**src/rtl/smq_pkg.sv**
```systemverilog
// Shared types and constants for the stepper move queue.
// No dependencies.
`default_nettype none
package smq_pkg;

  localparam logic [2:0] KIND_LINE    = 3'd0;
  localparam logic [2:0] KIND_DWELL   = 3'd1;
  localparam logic [2:0] KIND_MARKER  = 3'd2;
  localparam logic [2:0] KIND_DEQUEUE = 3'd3;
  localparam logic [2:0] KIND_FLUSH   = 3'd4;

  localparam logic [1:0] ST_OK    = 2'd0;
  localparam logic [1:0] ST_FULL  = 2'd1;
  localparam logic [1:0] ST_EMPTY = 2'd2;

  localparam logic [4:0] TYPE_LINE   = 5'd0;
  localparam logic [4:0] TYPE_DWELL  = 5'd1;
  localparam logic [4:0] TYPE_MARKER = 5'd2;

  localparam int TICK_W = 40;
  localparam int DIV_STEPS = 2;  // quotient bits per cycle

  typedef struct packed {
    logic [2:0]         kind;
    logic signed [31:0] steps_x_in;
    logic signed [31:0] steps_y_in;
    logic signed [31:0] steps_z_in;
    logic [31:0]        duration_us;
    logic [3:0]         marker_code;
  } smq_in_t;

  typedef struct packed {
    logic [1:0]  status;
    logic [4:0]  entry_kind;
    logic [1:0]  axis_index;
    logic [30:0] axis_steps;
    logic        axis_direction;
    logic [15:0] axis_period;
    logic [24:0] axis_postscale;
    logic        last;
    logic        queue_full;
  } smq_out_t;

  typedef struct packed {
    logic [30:0] steps;
    logic        dir;
    logic [15:0] period;
    logic [24:0] post;
  } smq_axis_t;

endpackage
`default_nettype wire

```
**src/rtl/smq_lane.sv**
```systemverilog
// One axis lane: magnitude, restoring divide of ticks by steps, normalization.
// Uses smq_pkg.
`default_nettype none
module smq_lane
  import smq_pkg::*;
(
  input  wire logic              clk,
  input  wire logic              rst_n,
  input  wire logic              start,
  input  wire logic [31:0]       raw,
  input  wire logic [TICK_W-1:0] ticks,
  output logic                   done,
  output smq_axis_t              result
);
  localparam int CNT_W = $clog2(TICK_W / DIV_STEPS + 1);
  typedef enum logic [1:0] {IDLE, DIV, NORM} st_t;

  st_t               st_r;
  logic [CNT_W-1:0]  cnt_r;
  logic [TICK_W-1:0] q_r;
  logic [31:0]       rem_r;
  logic [30:0]       den_r;
  logic              dir_r;
  logic [24:0]       post_r;
  logic              active_r;
  logic              done_r;

  logic [30:0] mag;
  logic [TICK_W-1:0] q_nxt;
  logic [31:0] rem_nxt;

  always_comb begin
    logic [31:0] neg;
    neg = 32'd0 - raw;
    if (raw[31]) mag = neg[31] ? 31'h7FFFFFFF : neg[30:0];
    else mag = raw[30:0];
  end

  always_comb begin
    logic [32:0] t;
    q_nxt = q_r;
    rem_nxt = rem_r;
    for (int i = 0; i < DIV_STEPS; i++) begin
      t = {rem_nxt, q_nxt[TICK_W-1]};
      q_nxt = {q_nxt[TICK_W-2:0], 1'b0};
      if (t >= {2'b00, den_r}) begin
        t = t - {2'b00, den_r};
        q_nxt[0] = 1'b1;
      end
      rem_nxt = t[31:0];
    end
  end

  // done stays high from the end of normalization until the next start
  always_ff @(posedge clk) begin
    if (!rst_n) begin
      st_r <= IDLE;
      done_r <= 1'b0;
      cnt_r <= '0;
    end else begin
      case (st_r)
        IDLE: if (start) begin
          active_r <= (raw != 32'd0);
          dir_r <= raw[31];
          den_r <= (raw == 32'd0) ? 31'd1 : mag;
          q_r <= ticks;
          rem_r <= '0;
          post_r <= 25'd1;
          cnt_r <= '0;
          done_r <= 1'b0;
          st_r <= DIV;
        end
        DIV: begin
          q_r <= q_nxt;
          rem_r <= rem_nxt;
          cnt_r <= cnt_r + 1'b1;
          if (cnt_r == CNT_W'(TICK_W / DIV_STEPS - 1)) st_r <= NORM;
        end
        NORM: begin
          if (q_r[TICK_W-1:16] != '0) begin
            q_r <= {1'b0, q_r[TICK_W-1:1]};
            post_r <= {post_r[23:0], 1'b0};
          end else begin
            done_r <= 1'b1;
            st_r <= IDLE;
          end
        end
        default: st_r <= IDLE;
      endcase
    end
  end

  assign done = done_r;
  assign result = active_r ?
                  '{steps: den_r, dir: dir_r, period: q_r[15:0], post: post_r} : '0;
endmodule
`default_nettype wire

```
**src/rtl/stepper_move_queue_precompute.sv**
```systemverilog
// Stepper move queue: three timing lanes merged into a ring of entries.
// Uses smq_pkg and smq_lane.
`default_nettype none
// Each command word is taken when start is high and busy low; busy stays high
// until the cycle in which the word's last result is presented. Line and
// dwell words run three lanes, one per axis, each a 40-bit divide at two
// quotient bits a cycle followed by normalize shifts, one a cycle, until the
// quotient fits in 16 bits; the single result follows the STORE and REPLY
// states once the slowest lane is done. Markers, flush, unused kinds and
// rejected words pass from CALC straight to REPLY; a dequeue from a non-empty
// queue gives its X, Y, Z results on consecutive cycles from the DEQ state.
// Results are strobed by out_valid for one cycle and cannot be held off.
module stepper_move_queue_precompute
  import smq_pkg::*;
#(
  parameter int QUEUE_SLOTS = 4
) (
  input  wire logic clk,
  input  wire logic rst_n,
  input  wire logic start,
  output logic      busy,
  input  wire smq_in_t in_word,
  output logic      out_valid,
  output smq_out_t  out_word,
  input  wire logic cfg_we,
  input  wire logic [7:0] cfg_wdata
);
  localparam int IW = (QUEUE_SLOTS > 2) ? $clog2(QUEUE_SLOTS) : 1;
  typedef enum logic [2:0] {IDLE, CALC, WAIT, STORE, REPLY, DEQ} st_t;

  st_t st_r;
  logic [7:0] tpu_r;
  logic [IW-1:0] wr_r, rd_r, slot_r;
  logic [1:0] ax_r;
  smq_in_t in_r;
  smq_out_t out_r;
  logic out_valid_r;
  logic [1:0] status_r;

  logic [4:0] types_r [QUEUE_SLOTS];
  smq_axis_t axes_r [QUEUE_SLOTS][3];

  logic [TICK_W-1:0] ticks_r;
  logic lane_start_r;
  logic [2:0] lane_done;
  smq_axis_t lane_res [3];
  logic [31:0] lane_raw [3];

  function automatic logic [IW-1:0] nxt(input logic [IW-1:0] i);
    return (32'(i) + 1 >= QUEUE_SLOTS) ? '0 : i + 1'b1;
  endfunction

  function automatic smq_out_t reply_word(input logic [1:0] st, input logic fl);
    smq_out_t o;
    o = '0;
    o.status = st;
    o.last = 1'b1;
    o.queue_full = fl;
    return o;
  endfunction

  function automatic smq_out_t deq_word(input logic [4:0] ty, input logic [1:0] ax,
                                        input smq_axis_t e, input logic fl);
    smq_out_t o;
    o = '0;
    o.status = ST_OK;
    o.entry_kind = ty;
    o.axis_index = ax;
    o.axis_steps = e.steps;
    o.axis_direction = e.dir;
    o.axis_period = e.period;
    o.axis_postscale = e.post;
    o.last = (ax == 2'd2);
    o.queue_full = fl;
    return o;
  endfunction

  logic full;
  assign full = (nxt(wr_r) == rd_r);

  always_comb begin
    lane_raw[0] = in_r.steps_x_in;
    lane_raw[1] = in_r.steps_y_in;
    lane_raw[2] = in_r.steps_z_in;
    if (in_r.kind == KIND_DWELL) begin
      lane_raw[0] = 32'd0;
      lane_raw[1] = 32'd0;
      lane_raw[2] = 32'd1;
    end
  end

  for (genvar g = 0; g < 3; g++) begin : g_lane
    smq_lane u_lane (
      .clk(clk), .rst_n(rst_n), .start(lane_start_r), .raw(lane_raw[g]),
      .ticks(ticks_r), .done(lane_done[g]), .result(lane_res[g])
    );
  end

  always_ff @(posedge clk) begin
    if (!rst_n) tpu_r <= 8'd32;
    else if (cfg_we) tpu_r <= cfg_wdata;
  end

  always_ff @(posedge clk) begin
    if (!rst_n) begin
      st_r <= IDLE;
      wr_r <= '0;
      rd_r <= '0;
      out_valid_r <= 1'b0;
      lane_start_r <= 1'b0;
    end else begin
      out_valid_r <= (st_r == REPLY) || (st_r == DEQ);
      lane_start_r <= (st_r == CALC) && (in_r.kind <= KIND_DWELL) && !full;
      case (st_r)
        IDLE: if (start) begin
          in_r <= in_word;
          slot_r <= wr_r;
          ticks_r <= {8'd0, in_word.duration_us} * {32'd0, tpu_r};
          st_r <= CALC;
        end
        CALC: begin
          if (in_r.kind <= KIND_MARKER && full) begin
            status_r <= ST_FULL;
            st_r <= REPLY;
          end else if (in_r.kind == KIND_MARKER) begin
            types_r[slot_r] <= TYPE_MARKER + {1'b0, in_r.marker_code};
            for (int a = 0; a < 3; a++) axes_r[slot_r][a] <= '0;
            wr_r <= nxt(slot_r);
            status_r <= ST_OK;
            st_r <= REPLY;
          end else if (in_r.kind <= KIND_DWELL) begin
            status_r <= ST_OK;
            st_r <= WAIT;
          end else if (in_r.kind == KIND_DEQUEUE && wr_r == rd_r) begin
            status_r <= ST_EMPTY;
            st_r <= REPLY;
          end else if (in_r.kind == KIND_DEQUEUE) begin
            ax_r <= 2'd0;
            slot_r <= rd_r;
            rd_r <= nxt(rd_r);
            st_r <= DEQ;
          end else begin
            if (in_r.kind == KIND_FLUSH) rd_r <= wr_r;
            status_r <= ST_OK;
            st_r <= REPLY;
          end
        end
        // done flags of the previous word are still up while start is in flight
        WAIT: if (!lane_start_r && (&lane_done)) st_r <= STORE;
        STORE: begin
          types_r[slot_r] <= (in_r.kind == KIND_DWELL) ? TYPE_DWELL : TYPE_LINE;
          for (int a = 0; a < 3; a++) axes_r[slot_r][a] <= lane_res[a];
          wr_r <= nxt(slot_r);
          st_r <= REPLY;
        end
        REPLY: begin
          out_r <= reply_word(status_r, full);
          st_r <= IDLE;
        end
        DEQ: begin
          out_r <= deq_word(types_r[slot_r], ax_r, axes_r[slot_r][ax_r], full);
          ax_r <= ax_r + 2'd1;
          if (ax_r == 2'd2) st_r <= IDLE;
        end
        default: st_r <= IDLE;
      endcase
    end
  end

  assign busy = (st_r != IDLE);
  assign out_valid = out_valid_r;
  assign out_word = out_r;

  a_busy_after_start: assert property (@(posedge clk) disable iff (!rst_n)
    (start && !busy) |=> busy) else $error("start not taken");
  a_no_result_idle: assert property (@(posedge clk) disable iff (!rst_n)
    (out_valid && out_word.last) |=> !out_valid) else $error("stray result");
  a_lanes_together: assert property (@(posedge clk) disable iff (!rst_n)
    lane_done[0] |-> (lane_done[1] || lane_done[2] || st_r == WAIT))
    else $error("lane done outside wait");
endmodule
`default_nettype wire

```
**config.mk**
```make
export PLATFORM = sky130hd
export DESIGN_NAME = stepper_move_queue_precompute
export DESIGN_NICKNAME = d
export VERILOG_FILES = /design/src/rtl/smq_pkg.sv /design/src/rtl/smq_lane.sv /design/src/rtl/stepper_move_queue_precompute.sv
export SDC_FILE = /design/constraint.sdc
export NUM_CORES = 2
export LEC_CHECK = 0
export BUFFER_PORTS_ARGS = -buffer_cell sky130_fd_sc_hd__buf_2
export CORE_MARGIN = 5
export CORE_UTILIZATION = 60
export DETAILED_ROUTE_END_ITERATION = 7
export GPL_TIMING_DRIVEN = 0
export PLACE_DENSITY = 0.85
export SYNTH_ARGS = -nofsm -noshare
export SYNTH_HDL_FRONTEND = slang
export SYNTH_HIERARCHICAL = 1
export SYNTH_SLANG_ARGS = --single-unit
```
**constraint.sdc**
```tcl
create_clock -name clk -period 14.2 [get_ports clk]
set_input_delay 2.84 -clock clk [delete_from_list [all_inputs] [get_ports clk]]
set_output_delay 2.84 -clock clk [all_outputs]
set_load 0.03 [all_outputs]
```
# Word level (Yosys, flattened, before mapping)
# Memories as Yosys holds them, arrays and structs flattened. A register that Yosys moved wholly into a read port is not among the register bits.
# Index checks and enable logic that the tools add are counted.
# classes
n_addsub	20
multipliers	1
div_mod_pow	0
magnitude_cmp	12
n_eq_ne	43
shifts	0
n_mux	114
n_bitwise	9
n_reduce_logical	67
# op_table
cell	n
2-to-1 mux 73 bit	8
case mux 40 bit (3 select lines)	3
2-to-1 mux 32 bit	7
>= comparator 33 x 31 -> 1 bit	6
case mux 32 bit (2 select lines)	3
subtractor 32 x 31 -> 32 bit	6
2-to-1 mux 31 bit	6
case mux 84 bit (2 select lines)	1
2-to-1 mux 40 bit	4
case mux 25 bit (2 select lines)	3
binary-select mux 73 bit (select 2 bit)	1
2-to-1 mux 25 bit	4
zero test 32 bit	3
2-to-1 mux 96 bit	1
nonzero test 32 bit	3
subtractor 1 x 32 -> 32 bit (first input constant)	3
nonzero test 24 bit	3
2-to-1 mux 2 bit	29
AND reduction 3 bit	17
multiplier 32 x 8 -> 40 bit	1
case mux 5 bit (2 select lines)	3
!= test 2 bit (second input constant)	12
AND reduction 4 bit	6
2-to-1 mux 1 bit	23
37 further kinds	110
# totals
reg_bits	664
latchBits	0
ramBits	896
rom_bits	0
out_inout_bits	86
word_cells	320
n_memories	2
# mem_list
memory	depth	width	read_ports	rd_clocked_by_memory_dff	wr	line_no	source
axes_r	4	219	1	1	1	stepper_move_queue_precompute.sv:41	smq_axis_t axes_r [QUEUE_SLOTS][3];
types_r	4	5	1	1	1	stepper_move_queue_precompute.sv:40	logic [4:0] types_r [QUEUE_SLOTS];

# Longest topological paths before layout
# logic_depth
word_depth	10
depth_mapped	26
depth_no_buf	25

# Hierarchy
# The synthesis kept the hierarchy.
# by_module_without_submodules
module	instances	cells_per_inst	area_each_um2	seq_area_each_um2
stepper_move_queue_precompute	1	3228	52246.4	34282.9
smq_lane at g_lane[1].u_lane ...	2	1226	10968.0	4063.9
smq_lane at g_lane[0].u_lane	1	1172	10716.5	4063.9

# Least setup slack after synthesis
# No wires, ideal clock.
# synth_timing
path_kind	in2reg
startpoint	in rst_n
endpoint	reg in_r[0] in the netlist's numbering (enable)
setup_time_ns	0.647
arrival_time_ns	9.057
required_ns	13.553
slack_ns	4.496
cell_stages	3
path_buffers	1
cell_sequence	clkbuf_1 nand2_1 nor2_1
# synth_between
elab_chain_cells	1
# synth_rtl
element	line_no	source
start, declared	stepper_move_queue_precompute.sv:19	input wire logic rst_n,
AND reduction 3 bit (no line)	--	
end signal, assigned	stepper_move_queue_precompute.sv:116	in_r <= in_word;
end, declared	stepper_move_queue_precompute.sv:35	smq_in_t in_r;
# No other way between the ends.
# A chain may end at the register's enable or synchronous reset.

# Worst setup path after layout
# layout_timing
startpoint	reg g_lane[1].u_lane.den_r[22]
endpoint	reg g_lane[1].u_lane.q_r[0], data pin
# layout_between
elab_chain_cells	5
# layout_rtl
element	line_no	source
start, declared	smq_lane.sv:22	logic [30:0] den_r;
start signal, assigned	smq_lane.sv:65	den_r <= (raw == 32'd0) ? 31'd1 : mag;
subtractor 32 x 31 -> 32 bit / >= comparator 33 x 31 -> 1 bit (equally long branches)	smq_lane.sv:47, smq_lane.sv:46	
2-to-1 mux 32 bit	smq_lane.sv:46	if (t >= {2'b00, den_r}) begin
>= comparator 33 x 31 -> 1 bit (*)	smq_lane.sv:46	
2-to-1 mux 1 bit (*)	smq_lane.sv:46	
case mux 40 bit (3 select lines) (*)	smq_lane.sv:61	case (st_r)
end signal, assigned	smq_lane.sv:66	q_r <= ticks;
end signal, assigned	smq_lane.sv:74	q_r <= q_nxt;
end signal, assigned	smq_lane.sv:81	q_r <= {1'b0, q_r[TICK_W-1:1]};
end, declared	smq_lane.sv:20	logic [TICK_W-1:0] q_r;
# Every way passes the cells marked *; elsewhere a longest branch is shown, timed or not.

==> metrics.md <==
| Metric | Value |
|---|---|
| Outcome | `finished, violations left` |
| Failing checks | `design-rule violations` |
| CTS sink count | `1562` |
| GRT overflow | `0` |
| Compound-cell area share of the yosys netlist | `9.49%` |
| RePlAce Congestion | `0.986` |
| Hold Vio Cnt, Final | `0` |
| Share of the synthesized area in the top cell type | `53.7%` |
| PD cells | `120 mW/mm²` |
| Post-DRT Antenna Nets | `0` |
| Placed inst area | `0.0891 mm²` |
| Fin nets | `7873` |
| Clock skew | `49.5 ps` |
| Syn nets | `7456` |
| Global-route wire length before repair | `368000 µm` |
| Pre-CTS setup slack | `6140 ps` |
| Highest Clock Rate | `0.119 GHz` |
| Max-slew violation count | `0` |
| Max cap viols | `0` |
| Synth Area in Adders | `8.38%` |
| Yosys top cell by area | `edfxtp_1` |
| Routed WL per cell | `26.6 µm` |
| Root buffer cell | `clkbuf_16` |
| Ys flop type | `edfxtp_1` |
| Die extent in y | `386 µm` |
| Setup slack after layout | `5780 ps` |
| Count leader, synth | `edfxtp_1` |
| TritonCTS Buffers | `159` |
| R2r startpoint | `g_lane[1].u_lane/den_r[22]` |
| Vias | `60.1k` |
| Postcts setup bufs | `0` |
| Share of cells above drive strength 1 | `11.5%` |
| Syn. warnings | `6` |
| Finished Layout Cells | `9293` |
| Min-delay worst type | `reg -> reg` |
| Combinational family with the most area after synthesis | `simple AND/OR/NAND/NOR gates` |
| Post-synthesis sequential area ratio | `54.7%` |
| Slew @ Worst Pin | `1380 ps` |
| WL final | `247000 µm` |
| Hold depth | `2` |
| Min-delay src | `g_lane[1].u_lane/cnt_r[4]` |
| Worst hold endpoint | `g_lane[1].u_lane/cnt_r[4]` |
| EDFF count, synth | `1519` |
| Bufs on Longest Clock Path | `3` |
| Synth cell count leaders | `edfxtp_1 (1519), and2_1 (745), a21oi_1 (521)` |
| Largest cells by area after synthesis | `edfxtp_1 (54%), mux4_2 (5.9%), and2_1 (5.5%)` |
| Worst hold slack | `517 ps` |
| Area of the core | `0.141 mm²` |
| FF-to-FF End | `g_lane[1].u_lane/q_r[0]` |
| Largest net degree at the start of global routing | `61` |
| DRC violations left | `19` |
| Worst skew pair latency | `800 ps` |
| Cell Area, Synth | `0.0849 mm²` |
| Count of cell types in the netlist | `96` |
| Worst Path Required | `14700 ps` |
| Register bit total from synthesis | `1562` |
| Ports | `233` |
| Cell depth of the worst flop-to-flop path | `25` |
| Util after Layout | `66.8%` |
| Final instance area | `0.0942 mm²` |
| Tot GR Track Use | `33.0%` |
| Worst R2R Setup Slack | `5780 ps` |
| Vias in the first global route | `60.0k` |
| Post-cts gate resize count | `0` |
| Post-synthesis simple-gate area fraction | `13.7%` |
| CP arrival | `8920 ps` |
| Dpl cells | `8997` |
| Fin Setup TNS | `0 ps` |
| Total power | `11.3 mW` |
| Die width | `386 µm` |
| # H-tree levels | `4` |
| Leakage | `35.1 nW` |
| RSZ-0062 raised after global routing | `no` |
| Mapped Cells | `6852` |
| CTS Hold Bufs | `0` |
| Final setup viols | `0` |
| Initial core utilization | `60.2%` |
| Hpwl dp | `172000 µm` |
| WS Path Type | `reg -> reg` |
| Post-Synth XOR/XNOR Area | `2.89%` |
| DRT iter0 DRCs | `7177` |
| Vias per inst | `6.46` |
| Fraction of synthesized area in multiplexers | `7.59%` |
| Initial antenna violation count | `10` |
| Clk pin slew, worst setup/hold paths | `60 ps` |
| Async SR Flop Fraction | `0%` |
| Syn avg cell area | `12.4 µm²` |
| Relative slew slack | `8.21%` |
| CTS tree | `done` |
| DR pass1 iterations | `8` |
| Port buffer count | `229` |
| # rows | `138` |
| Min Tclk post-route | `8420 ps` |
| Worst-path fanout max | `10` |
| CP startpoint kind | `flop` |
| Final Cycle Share | `59.3%` |
| Die ar. | `0.149 mm²` |
| CP Capture Type | `flop` |
| Max VDD drop | `0.115 mV` |
| Area added between synthesis and finish | `11.0%` |
-- flip-flops by register name, summed over array words and instances, names as in the netlist, named ones only --
signal and count:
axes_r 876, out_valid 1, g_lane.u_lane/dir_r 3, g_lane.u_lane/done 3, lane_start_r 1, g_lane.u_lane/q_r 120, slot_r 2, g_lane.u_lane/cnt_r 15
g_lane.u_lane/rem_r 96, g_lane.u_lane/st_r 6, status_r 2, ax_r 2, in_r 103, tpu_r 8, wr_r 2, g_lane.u_lane/den_r 93
g_lane.u_lane/post_r 75, g_lane.u_lane/active_r 3, ticks_r 40, types_r 20, out_word 84, rd_r 2, st_r 3
-- placed cells by master (no fill, tap or decap), drive strengths merged, types with 224 or more instances in the layout --
cell type  netlist  final
nor2           407    407
nand2          497    497
inv            339    346
buf             55    311
ha             271    271
and2           746    746
mux4           224    224
clkbuf         284    485
a21oi          523    523
edfxtp        1519   1519
-- kinds of logic (layout without fill, tap and decap cells) --
kind of cell    after synthesis  after routing
compound gates             1285           1285
xor+xnor                    280            280
fa+ha+maj                   457            457
buf+inv                     679           1226
flops                      1562           1562
mux                         358            358
other cells                   0              4
simple gates               2231           2231
-- power breakdown --
group / internal (mW) / total (mW) / switching [mW]
Sequential: 5.20 / 5.30 / 0.108
Clock: 2.34 / 4.15 / 1.81
Combinational: 0.705 / 1.84 / 1.13
-- per-layer routing --
metal | share of wire, % | global-route usage [%]
met1 | 35 | 41.9
met2 | 46 | 51.9
met3 | 12 | 8.62
met4 | 6.9 | 19.1
met5 | 0.033 | 0
-- worst max-delay path: stages, from the launching register on --
cell and delay [ps]:
edfxtp_1 430, inv_1 100, ha_1 280, clkbuf_1 280
nand3_1 310, nor4_1 300, nand3b_1 140, o41ai_1 100
nor3_1 110, nor2_1 800, clkbuf_1 720, clkbuf_1 580
a21oi_1 200, ha_1 340, buf_6 140, a21oi_2 130
o21ai_1 90, or4_1 600, a32o_1 390, a211o_1 390
a311o_1 360, a31oi_1 240, a21boi_2 200, buf_6 220
nand2b_1 490, a31oi_1 150
-- area by class of cell --
class	instances	area, µm²
fill	9659	46800
sequential	1562	46500
multi-input combinational	4611	35800
clock buffer	201	4230
tap	1890	2360
timing repair buffer	256	1790
buffer	339	1440
inverter	340	1280
clock inverter	90	862
antenna	4	10.0
-- how the worst max path moves through the flow --
stage                          startpoint                    endpoint  slack (ps)
6_report       g_lane[1].u_lane/den_r[22]     g_lane[1].u_lane/q_r[0]        5780
5_1_grt        g_lane[1].u_lane/den_r[11]     g_lane[1].u_lane/q_r[0]        5670
4_1_cts        g_lane[1].u_lane/den_r[11]     g_lane[1].u_lane/q_r[0]        6090
3_5_place_dp   g_lane[1].u_lane/den_r[11]  g_lane[1].u_lane/rem_r[26]        6140
3_3_place_gp                        rst_n                    in_r[98]         180
2_1_floorplan                       rst_n                     in_r[0]        4500
No activity file was read; power rests on OpenSTA's default activity.
